[src/hw/rtl/assert_macros.svh]
// Assertion macros shared by the RTL of the ARP cache resolver.
`ifndef ASSERT_MACROS_SVH
`define ASSERT_MACROS_SVH
`ifndef SYNTHESIS
`define ARPC_ASSERT_NOW(lbl, clk, rst_n, ante, cons) \
  lbl: assert property (@(posedge clk) disable iff (!rst_n) (ante) |-> (cons)) \
    else $error("arpc check failed");
`define ARPC_ASSERT_NEXT(lbl, clk, rst_n, ante, cons) \
  lbl: assert property (@(posedge clk) disable iff (!rst_n) (ante) |=> (cons)) \
    else $error("arpc check failed");
`else
`define ARPC_ASSERT_NOW(lbl, clk, rst_n, ante, cons)
`define ARPC_ASSERT_NEXT(lbl, clk, rst_n, ante, cons)
`endif
`endif

[src/hw/rtl/arpc_pkg.sv]
// Shared constants and controller/datapath interface types of the ARP cache resolver.
package arpc_pkg;

  localparam int unsigned SLOT_COUNT = 16;
  localparam int unsigned IDX_W = (SLOT_COUNT > 1) ? $clog2(SLOT_COUNT) : 1;

  localparam logic [1:0] RK_ANSWER = 2'd0;
  localparam logic [1:0] RK_REPLY  = 2'd1;
  localparam logic [1:0] RK_BCAST  = 2'd2;
  localparam logic [1:0] RK_FULL   = 2'd3;

  localparam logic KIND_LOOKUP = 1'b0;
  localparam logic PTYPE_REQ   = 1'b0;

  localparam logic [47:0] MAC_BCAST = 48'hFFFF_FFFF_FFFF;

  typedef struct packed {
    logic load;   // take a new request and restart the scan
    logic scan;   // examine one slot
    logic exec;   // apply the update and emit the result, if any
  } arpc_cmd_t;

  typedef struct packed {
    logic scan_done;
    logic out_free;
  } arpc_sts_t;

endpackage

[src/hw/rtl/arpc_regs.sv]
// APB-style configuration registers: host IP and host MAC.
module arpc_regs (
  input  logic        clk_i,
  input  logic        rst_ni,
  input  logic        psel,
  input  logic        penable,
  input  logic        pwrite,
  input  logic [3:0]  paddr,
  input  logic [63:0] pwdata,
  output logic [63:0] prdata,
  output logic        pready,
  output logic [31:0] host_ip_o
);

  logic [31:0] host_ip_q;
  logic [47:0] host_mac_q;
  logic        wr_en;

  assign pready = 1'b1;
  assign wr_en  = psel & penable & pwrite;

  // paddr[3] selects the register: 0 host_ip, 8 host_mac
  always_ff @(posedge clk_i or negedge rst_ni) begin
    if (!rst_ni) begin
      host_ip_q  <= '0;
      host_mac_q <= '0;
    end else if (wr_en) begin
      if (paddr[3]) begin
        host_mac_q <= pwdata[47:0];
      end else begin
        host_ip_q <= pwdata[31:0];
      end
    end
  end

  assign prdata    = paddr[3] ? {16'b0, host_mac_q} : {32'b0, host_ip_q};
  assign host_ip_o = host_ip_q;

endmodule

[src/hw/rtl/arpc_ctrl.sv]
// Sequencer: accept a request, scan every slot, then apply and emit.
module arpc_ctrl (
  input  logic                clk_i,
  input  logic                rst_ni,
  input  logic                in_valid_i,
  output logic                in_ready_o,
  input  arpc_pkg::arpc_sts_t sts_i,
  output arpc_pkg::arpc_cmd_t cmd_o
);

  typedef enum logic [1:0] {
    ST_IDLE,
    ST_SCAN,
    ST_EXEC
  } state_e;

  state_e state_q;

  always_ff @(posedge clk_i or negedge rst_ni) begin
    if (!rst_ni) begin
      state_q <= ST_IDLE;
    end else begin
      case (state_q)
        ST_IDLE: begin
          if (in_valid_i) state_q <= ST_SCAN;
        end
        ST_SCAN: begin
          if (sts_i.scan_done) state_q <= ST_EXEC;
        end
        ST_EXEC: begin
          if (sts_i.out_free) state_q <= ST_IDLE;
        end
        default: state_q <= ST_IDLE;
      endcase
    end
  end

  assign in_ready_o = (state_q == ST_IDLE);

  always_comb begin
    cmd_o = '0;
    case (state_q)
      ST_IDLE: cmd_o.load = in_valid_i;
      ST_SCAN: cmd_o.scan = 1'b1;
      ST_EXEC: cmd_o.exec = sts_i.out_free;
      default: cmd_o = '0;
    endcase
  end

endmodule

[src/hw/rtl/arpc_dp.sv]
// Datapath: request register, slot store, scan logic, update and result register.
module arpc_dp (
  input  logic                clk_i,
  input  logic                rst_ni,
  input  arpc_pkg::arpc_cmd_t cmd_i,
  output arpc_pkg::arpc_sts_t sts_o,
  input  logic [31:0]         host_ip_i,
  input  logic                kind_i,
  input  logic                packet_type_i,
  input  logic [31:0]         ip_addr_i,
  input  logic [31:0]         target_ip_i,
  input  logic [47:0]         mac_addr_i,
  input  logic [15:0]         hardware_type_i,
  input  logic [7:0]          client_tag_i,
  output logic                out_valid_o,
  input  logic                out_ready_i,
  output logic [1:0]          result_kind_o,
  output logic [7:0]          reply_tag_o,
  output logic [31:0]         peer_ip_o,
  output logic [47:0]         peer_mac_o,
  output logic [3:0]          entry_index_o
);

  localparam int unsigned N = arpc_pkg::SLOT_COUNT;
  localparam int unsigned IW = arpc_pkg::IDX_W;

  // request register
  logic        kind_q, ptype_q;
  logic [31:0] ip_q, tgt_q;
  logic [47:0] mac_q;
  logic [15:0] hw_q;
  logic [7:0]  tag_q;

  // slot store
  logic [N-1:0] valid_q, resolved_q, pending_q;
  logic [31:0]  ent_ip_q  [N];
  logic [47:0]  ent_mac_q [N];
  logic [15:0]  ent_hw_q  [N];
  logic [7:0]   ent_tag_q [N];

  // scan state
  logic [IW-1:0] scan_idx_q;
  logic          match_q, free_q;
  logic [IW-1:0] match_idx_q, free_idx_q;
  logic          cap_res_q, cap_pend_q;
  logic [7:0]    cap_tag_q;
  logic [47:0]   cap_mac_q;
  logic          hit_now, free_now;

  // result register
  logic        out_valid_q;
  logic [1:0]  rk_q;
  logic [7:0]  rtag_q;
  logic [31:0] rip_q;
  logic [47:0] rmac_q;
  logic [3:0]  ridx_q;

  // exec decode
  logic          has_slot, is_new;
  logic [IW-1:0] slot;
  logic [IW+3:0] slot_ext;
  logic [3:0]    slot4;
  logic          wr_en, wr_mac, wr_res, wr_pend;
  logic [47:0]   wr_mac_val;
  logic [7:0]    wr_tag_val;
  logic          emit;
  logic [1:0]    e_kind;
  logic [7:0]    e_tag;
  logic [47:0]   e_mac;
  logic [3:0]    e_idx;

  assign sts_o.scan_done = (scan_idx_q == IW'(N - 1));
  assign sts_o.out_free  = !out_valid_q || out_ready_i;

  assign hit_now  = valid_q[scan_idx_q] && (ent_ip_q[scan_idx_q] == ip_q);
  assign free_now = !valid_q[scan_idx_q];

  always_ff @(posedge clk_i) begin
    if (cmd_i.load) begin
      kind_q  <= kind_i;
      ptype_q <= packet_type_i;
      ip_q    <= ip_addr_i;
      tgt_q   <= target_ip_i;
      mac_q   <= mac_addr_i;
      hw_q    <= hardware_type_i;
      tag_q   <= client_tag_i;
    end
    if (cmd_i.scan && hit_now && !match_q) begin
      match_idx_q <= scan_idx_q;
      cap_res_q   <= resolved_q[scan_idx_q];
      cap_pend_q  <= pending_q[scan_idx_q];
      cap_tag_q   <= ent_tag_q[scan_idx_q];
      cap_mac_q   <= ent_mac_q[scan_idx_q];
    end
    if (cmd_i.scan && free_now && !free_q) begin
      free_idx_q <= scan_idx_q;
    end
  end

  always_ff @(posedge clk_i or negedge rst_ni) begin
    if (!rst_ni) begin
      scan_idx_q <= '0;
      match_q    <= 1'b0;
      free_q     <= 1'b0;
    end else if (cmd_i.load) begin
      scan_idx_q <= '0;
      match_q    <= 1'b0;
      free_q     <= 1'b0;
    end else if (cmd_i.scan) begin
      scan_idx_q <= scan_idx_q + 1'b1;
      if (hit_now) match_q <= 1'b1;
      if (free_now) free_q <= 1'b1;
    end
  end

  // the first matching slot wins; a new entry goes to the lowest free slot
  assign has_slot = match_q || free_q;
  assign is_new   = !match_q;
  assign slot     = match_q ? match_idx_q : free_idx_q;
  assign slot_ext = {4'b0, slot};
  assign slot4    = slot_ext[3:0];

  always_comb begin
    wr_en      = 1'b0;
    wr_mac     = 1'b0;
    wr_res     = 1'b0;
    wr_pend    = 1'b0;
    wr_mac_val = '0;
    wr_tag_val = tag_q;
    emit       = 1'b0;
    e_kind     = arpc_pkg::RK_FULL;
    e_tag      = '0;
    e_mac      = '0;
    e_idx      = '0;
    if (kind_q == arpc_pkg::KIND_LOOKUP) begin
      emit  = 1'b1;
      e_tag = tag_q;
      if (match_q && cap_res_q) begin
        e_kind = arpc_pkg::RK_ANSWER;
        e_mac  = cap_mac_q;
        e_idx  = slot4;
      end else if (has_slot) begin
        // new pending entry, or re-arm of an unresolved one
        wr_en      = 1'b1;
        wr_mac     = is_new;
        wr_res     = 1'b0;
        wr_pend    = 1'b1;
        wr_tag_val = tag_q;
        e_kind     = arpc_pkg::RK_BCAST;
        e_mac      = arpc_pkg::MAC_BCAST;
        e_idx      = slot4;
      end
    end else begin
      wr_en      = has_slot;
      wr_mac     = 1'b1;
      wr_mac_val = mac_q;
      wr_res     = 1'b1;
      wr_pend    = (is_new || ptype_q != arpc_pkg::PTYPE_REQ) ? 1'b0 : cap_pend_q;
      wr_tag_val = is_new ? 8'd0 : cap_tag_q;
      if (ptype_q == arpc_pkg::PTYPE_REQ) begin
        if (tgt_q == host_ip_i) begin
          emit   = 1'b1;
          e_kind = arpc_pkg::RK_REPLY;
          e_mac  = mac_q;
          e_idx  = has_slot ? slot4 : 4'd0;
        end else if (!has_slot) begin
          emit = 1'b1;
        end
      end else begin
        if (!has_slot) begin
          emit = 1'b1;
        end else if (!is_new && cap_pend_q) begin
          emit   = 1'b1;
          e_kind = arpc_pkg::RK_ANSWER;
          e_tag  = cap_tag_q;
          e_mac  = mac_q;
          e_idx  = slot4;
        end
      end
    end
  end

  always_ff @(posedge clk_i or negedge rst_ni) begin
    if (!rst_ni) begin
      valid_q    <= '0;
      resolved_q <= '0;
      pending_q  <= '0;
    end else if (cmd_i.exec && wr_en) begin
      valid_q[slot]    <= 1'b1;
      resolved_q[slot] <= wr_res;
      pending_q[slot]  <= wr_pend;
    end
  end

  always_ff @(posedge clk_i) begin
    if (cmd_i.exec && wr_en) begin
      ent_ip_q[slot]  <= ip_q;
      ent_hw_q[slot]  <= hw_q;
      ent_tag_q[slot] <= wr_tag_val;
      if (wr_mac) ent_mac_q[slot] <= wr_mac_val;
    end
  end

  always_ff @(posedge clk_i or negedge rst_ni) begin
    if (!rst_ni) begin
      out_valid_q <= 1'b0;
    end else if (cmd_i.exec && emit) begin
      out_valid_q <= 1'b1;
    end else if (out_ready_i) begin
      out_valid_q <= 1'b0;
    end
  end

  always_ff @(posedge clk_i) begin
    if (cmd_i.exec && emit) begin
      rk_q   <= e_kind;
      rtag_q <= e_tag;
      rip_q  <= ip_q;
      rmac_q <= e_mac;
      ridx_q <= e_idx;
    end
  end

  assign out_valid_o   = out_valid_q;
  assign result_kind_o = rk_q;
  assign reply_tag_o   = rtag_q;
  assign peer_ip_o     = rip_q;
  assign peer_mac_o    = rmac_q;
  assign entry_index_o = ridx_q;

endmodule

[src/hw/rtl/arp_cache_resolver.sv]
// ARP cache resolver top level: an accepted request is scanned at one slot per cycle,
// then applied and emitted once the output register is free.
// A new request is taken only after the current one has been applied, so the slot
// scan bounds the throughput; the next request is taken while a result still waits.
// rst_ni (async, active low) clears all slot flags, host_ip and host_mac;
// the slot payloads are not cleared and are read only once written.
`include "assert_macros.svh"
module arp_cache_resolver (
  input  logic         clk_i,
  input  logic         rst_ni,
  // tuser: [0] kind, [1] packet_type
  input  logic [1:0]   s_axis_tuser_i,
  // tdata: ip_addr[31:0], target_ip[63:32], mac_addr[111:64],
  //        hardware_type[127:112], client_tag[135:128]
  input  logic [135:0] s_axis_tdata_i,
  input  logic         s_axis_tvalid_i,
  output logic         s_axis_tready_o,
  // tuser: [1:0] result_kind
  output logic [1:0]   m_axis_tuser_o,
  // tdata: reply_tag[7:0], peer_ip[39:8], peer_mac[87:40], entry_index[91:88], zero pad
  output logic [95:0]  m_axis_tdata_o,
  output logic         m_axis_tvalid_o,
  input  logic         m_axis_tready_i,
  input  logic         psel,
  input  logic         penable,
  input  logic         pwrite,
  input  logic [3:0]   paddr,
  input  logic [63:0]  pwdata,
  output logic [63:0]  prdata,
  output logic         pready
);

  arpc_pkg::arpc_cmd_t cmd;
  arpc_pkg::arpc_sts_t sts;
  logic [31:0] host_ip;
  logic [7:0]  reply_tag;
  logic [31:0] peer_ip;
  logic [47:0] peer_mac;
  logic [3:0]  entry_index;

  arpc_regs u_regs (
    .clk_i     (clk_i),
    .rst_ni    (rst_ni),
    .psel      (psel),
    .penable   (penable),
    .pwrite    (pwrite),
    .paddr     (paddr),
    .pwdata    (pwdata),
    .prdata    (prdata),
    .pready    (pready),
    .host_ip_o (host_ip)
  );

  arpc_ctrl u_ctrl (
    .clk_i      (clk_i),
    .rst_ni     (rst_ni),
    .in_valid_i (s_axis_tvalid_i),
    .in_ready_o (s_axis_tready_o),
    .sts_i      (sts),
    .cmd_o      (cmd)
  );

  arpc_dp u_dp (
    .clk_i           (clk_i),
    .rst_ni          (rst_ni),
    .cmd_i           (cmd),
    .sts_o           (sts),
    .host_ip_i       (host_ip),
    .kind_i          (s_axis_tuser_i[0]),
    .packet_type_i   (s_axis_tuser_i[1]),
    .ip_addr_i       (s_axis_tdata_i[31:0]),
    .target_ip_i     (s_axis_tdata_i[63:32]),
    .mac_addr_i      (s_axis_tdata_i[111:64]),
    .hardware_type_i (s_axis_tdata_i[127:112]),
    .client_tag_i    (s_axis_tdata_i[135:128]),
    .out_valid_o     (m_axis_tvalid_o),
    .out_ready_i     (m_axis_tready_i),
    .result_kind_o   (m_axis_tuser_o),
    .reply_tag_o     (reply_tag),
    .peer_ip_o       (peer_ip),
    .peer_mac_o      (peer_mac),
    .entry_index_o   (entry_index)
  );

  assign m_axis_tdata_o = {4'b0, entry_index, peer_mac, peer_ip, reply_tag};

  // an accepted request keeps the input closed while it is scanned
  `ARPC_ASSERT_NEXT(a_busy_after_accept, clk_i, rst_ni, s_axis_tvalid_i && s_axis_tready_o, !s_axis_tready_o)
  // a result is only launched into a free output register
  `ARPC_ASSERT_NOW(a_exec_out_free, clk_i, rst_ni, cmd.exec, sts.out_free)
  // a new result only appears out of the apply step, never while idle
  `ARPC_ASSERT_NOW(a_result_from_exec, clk_i, rst_ni, $rose(m_axis_tvalid_o), $past(!s_axis_tready_o))

endmodule
[config.mk]
export PLATFORM = sky130hd
export DESIGN_NAME = arp_cache_resolver
export DESIGN_NICKNAME = d
export VERILOG_FILES = /design/src/hw/rtl/arpc_pkg.sv /design/src/hw/rtl/arpc_regs.sv /design/src/hw/rtl/arpc_ctrl.sv /design/src/hw/rtl/arpc_dp.sv /design/src/hw/rtl/arp_cache_resolver.sv
export VERILOG_INCLUDE_DIRS = /design/src /design/src/hw/rtl
export SDC_FILE = /design/constraint.sdc
export NUM_CORES = 2
export LEC_CHECK = 0
export ABC_AREA = 0
export BUFFER_PORTS_ARGS = -buffer_cell sky130_fd_sc_hd__buf_2
export CORE_MARGIN = 2
export CORE_UTILIZATION = 57
export CTS_CLUSTER_DIAMETER = 150
export DETAILED_ROUTE_END_ITERATION = 10
export GPL_ROUTABILITY_DRIVEN = 0
export PLACE_DENSITY = 0.79
export SLEW_MARGIN = 20
export SYNTH_ARGS = -nofsm -noshare
export SYNTH_HDL_FRONTEND = slang
export SYNTH_SLANG_ARGS = --single-unit
export TNS_END_PERCENT = 20
[constraint.sdc]
create_clock -name clk_i -period 8.22 [get_ports clk_i]
set_input_delay 1.644 -clock clk_i [delete_from_list [all_inputs] [get_ports clk_i]]
set_output_delay 1.644 -clock clk_i [all_outputs]
set_load 0.01 [all_outputs]
==> results.md <==
- Crit Path Max Fanout: 34
- Reg power frac: 45.0%
- CTS Sinks: 1827
- Wire length on met2: 81.36 mm
- Root buf cell: clkbuf_16
- Synth Area in Adders: 0.01777%
- P per Cell Area: between 300 and 400 nW/um^2
- Compound-Gate Fraction of Synth Area: 3.816%
- R2r setup slk: 3.14 ns
- Synth Register Bits: 1827
- Worst Skew: 0.03047 ns
- Peak VDD IR: 319.8 uV
- Simple-gate share of the synthesized area: 2.490%
- Share of layout cells above drive strength 1: 27.10%
- Number of port buffers: 321
- Internal cell power: 17.79 mW
- R2R Path Start: u_dp.scan_idx_q[0]
- Distinct cell type count after synthesis: 56
- ANT nets after route: 0
- Max incr delay on CP: 0.87 ns
- Drt first pass iters: 6
- Mapped Cells: 3508
- WL/cell: 28.57 microns
- CTS tree: yes
- RSZ-0062 raised after global routing: false
- Asr flop ratio synth: 7.499%
- Final hold violations: 0
- Die Y: 355.4 microns
- Yosys warnings: 0
- Vias in the first global route: between 30k and 40k
- Min-delay worst type: reg -> reg
- CP cell instances: buf_4 -> mux4_2 -> mux4_2 -> xor2_1 -> nor4_2 -> nand4_1 -> nor4_4 -> buf_4
- Setup TNS Final: 0 ns
- Vias per std cell: 6.306
- Largest net degree at the start of global routing: 107
- Crit path kind: reg -> reg
- Placed cell areas: 73830 sq um
- Switching pwr: 7.006 mW
- Setup repair bufs after CTS: 0
- Total Nets Final: 4105
- Cts bufs inserted: 176
- Synth Flop Type: edfxtp_1
- Clk_lat worst skew: 0.79 ns
- Relative slew slack: 21.48%
- Total GRT Usage: approximately a quarter
- Ports: 378
- Initial antenna violation count: 9
- Final setup violation count: 0
- Initial Util: 57.61%
- Worst setup SP type: flop
- Tightest Pin Transition: 1.175 ns
- DR DRC count: 0
- Pleak: between 20 and 30 nW
- Worst reg2reg path depth: 8
- Highest routed layer: met5
- R2r endpoint: u_dp.cap_mac_q[31]
- Worst hold slack: between 0.4 and 0.5 ns
- Peak Freq: 197.0 MHz
- Clock share of power: about a third
- Crit path buf inv count: 2
- CTS Hold Bufs: 0
- Met3 wire len: between 15 and 20 mm
- Multiplexer share of the synthesized area: 14.27%
- Detailed Place HPWL: around 84 mm
- H-tree Lvls: 4
- M1 WL: 60.83 mm
- Critical-path top delay cell: dfrtp_4
- Max cap viols: 0
- Die Wd: around 360 microns
- Post-Synth XOR/XNOR Area: 0.8086%
- Hold path endpoint: u_dp.valid_q[7]
- Endpoint type of the worst setup path: flop
- Mean Syn Cell Area: 20.07 sq um
- Period utilization: 61.76%
- Hold depth: 1
- CTS resizes: 0
- Synthesized cell area: 70400 sq um
- First-pass GRT wire length: between 200 and 250 mm
- Seq/Total Area, Yosys: between 70 and 80%
- Post-synth EDFFs: 1690
- Crit path DAT: 5.49 ns
- Comb pwr share: 22.2%
- Hold Path Origin: u_dp.valid_q[7]
- Largest family of logic cells by synthesized area: multiplexers
- Core Area: between 100000 and 150000 sq um
- Final instance area: between 70000 and 80000 sq um
- GRT overflow: 0
- Slew Viols, Final: 0
- Layout area overhead: 13.22%
- Critical Path RT: roughly 8.6 ns
- Critical path's top delay family: buffers and inverters
- Outcome: completed
- Crit path time final: 5.077 ns
- Clock transition at path regs: 0.07 ns
- Iter 0 DRT Violations: 4037
- Row cnt: 128
- Max Root-Sink Buffers: 3
- Detailed-route via count: ~36k
- Detailed-route wire length: 161.9 mm
- Die area: ~130000 sq um
- Switching part of the total: 28.26%
## logic make-up (layout without fill, tap and decap cells)
group	Yosys count	count (layout)
other cells	2	22
xor+xnor	65	65
buf+inv	223	736
compound gates	351	351
fa+ha+maj	1	1
mux	682	682
flops	1827	1827
simple gates	357	357
## state kept, by name (all words and copies together) (netlist names), 48 cells and up
signal             cells
u_dp.ent_mac_q       768
u_dp.ent_ip_q        512
u_dp.ent_tag_q       128
u_dp.cap_mac_q        48
u_dp.mac_q            48
u_dp.peer_mac_o       48
u_regs.host_mac_q     48
## Yosys cell counts (all sizes together), types with 2 or more instances
cell type	number	area (sq um)
edfxtp	1690	50750
mux2i	292	2923
mux4	242	5458
mux2	148	1667
dfrtp	137	3428
a221oi	121	1072
nand2	121	454.2
buf	110	724.4
clkbuf	93	349.1
a22oi	80	600.6
nor2	74	280.3
and2	71	444.2
o21ai	65	325.3
o2bb2ai	50	437.9
xnor2	44	385.4
nand2b	25	156.4
xor2	21	183.9
inv	20	75.07
nor2b	14	87.58
nand4	10	62.56
a21oi	9	45.04
nand3	9	45.04
nor3	8	40.04
nor4	8	62.56
or2	7	43.79
a22o	6	52.55
a21o	5	37.54
and3	4	25.02
a31oi	3	18.77
o22ai	3	18.77
and4b	2	20.02
conb	2	7.510
o32ai	2	17.52
## worst reg2reg max path: stages (launching register included)
cell,delay [ns]
dfrtp_4,0.87
buf_4,0.68
mux4_2,0.65
mux4_2,0.47
xor2_1,0.21
nor4_2,0.43
nand4_1,0.40
nor4_4,0.31
buf_4,0.58
## how the worst max path moves through the flow
stage | start | to | slack [ns] | cells past startpoint
2_1_floorplan | m_axis_tready_i | u_dp.ent_mac_q[4][0] | 0.91 | 5
3_3_place_gp | m_axis_tready_i | u_dp.ent_mac_q[15][20] | 3.18 | 8
3_5_place_dp | m_axis_tready_i | u_dp.ent_mac_q[15][20] | 3.12 | 8
4_1_cts | u_dp.scan_idx_q[0] | u_dp.cap_mac_q[31] | 3.07 | 8
5_1_grt | u_dp.scan_idx_q[0] | u_dp.cap_mac_q[29] | 2.90 | 8
6_report | u_dp.scan_idx_q[0] | u_dp.cap_mac_q[31] | 3.14 | 8
## cell type report
type | instances | area (sq um)
Multi-Input combinational cell | 1477 | 15360
Sequential cell | 1827 | 54190
Fill cell | 7752 | 42490
Inverter | 20 | 82.58
Timing Repair Buffer | 389 | 2177
Tap cell | 1625 | 2033
Clock buffer | 229 | 4725
Antenna cell | 1 | 2.502
Clock inverter | 98 | 1136
## power groups by stage
stage | Sequential [mW] | Clock (mW) | Combinational, mW
floorplan | 11.1 | 0 | 4.26
global placement | 11.3 | 0 | 5.30
detailed placement | 11.4 | 0 | 5.43
CTS | 11.2 | 8.22 | 5.51
global route | 11.2 | 8.55 | 5.89
finish | 11.2 | 8.13 | 5.50
## layout by cell type, fill, tap and decap left out, drive strengths merged, types with 9 or more instances in the layout
| cell type | instances |
|---|---|
| edfxtp | 1690 |
| buf | 389 |
| mux2i | 292 |
| mux4 | 242 |
| clkbuf | 229 |
| mux2 | 148 |
| dfrtp | 137 |
| nand2 | 121 |
| a221oi | 121 |
| a22oi | 80 |
| nor2 | 74 |
| and2 | 71 |
| o21ai | 65 |
| clkinv | 65 |
| o2bb2ai | 50 |
| xnor2 | 44 |
| inv | 30 |
| nand2b | 25 |
| xor2 | 21 |
| conb | 21 |
| bufinv | 18 |
| nor2b | 14 |
| nand4 | 10 |
| nand3 | 9 |
| a21oi | 9 |
## metrics by stage
step / cells / worst slack (ns) / util, % / power, mW
CTS: 5665 / 3.070 / 65.22 / 24.89
global placement: 5338 / 3.178 / 60.42 / 16.64
global route: 5665 / 2.901 / 65.23 / 25.65
floorplan: 3527 / 0.9069 / - / 15.32
detailed placement: 5338 / 3.120 / 60.42 / 16.79
finish: 5666 / 3.143 / 65.23 / 24.79
## layer usage
layer / vias up / GRT usage (%)
li1: 14990 / -
met1: 18450 / 34.46
met4: 8 / 6.780
met3: 275 / 5.497
met2: 2005 / 42.75
met5: - / 0
(Power assumes the default switching activity.)
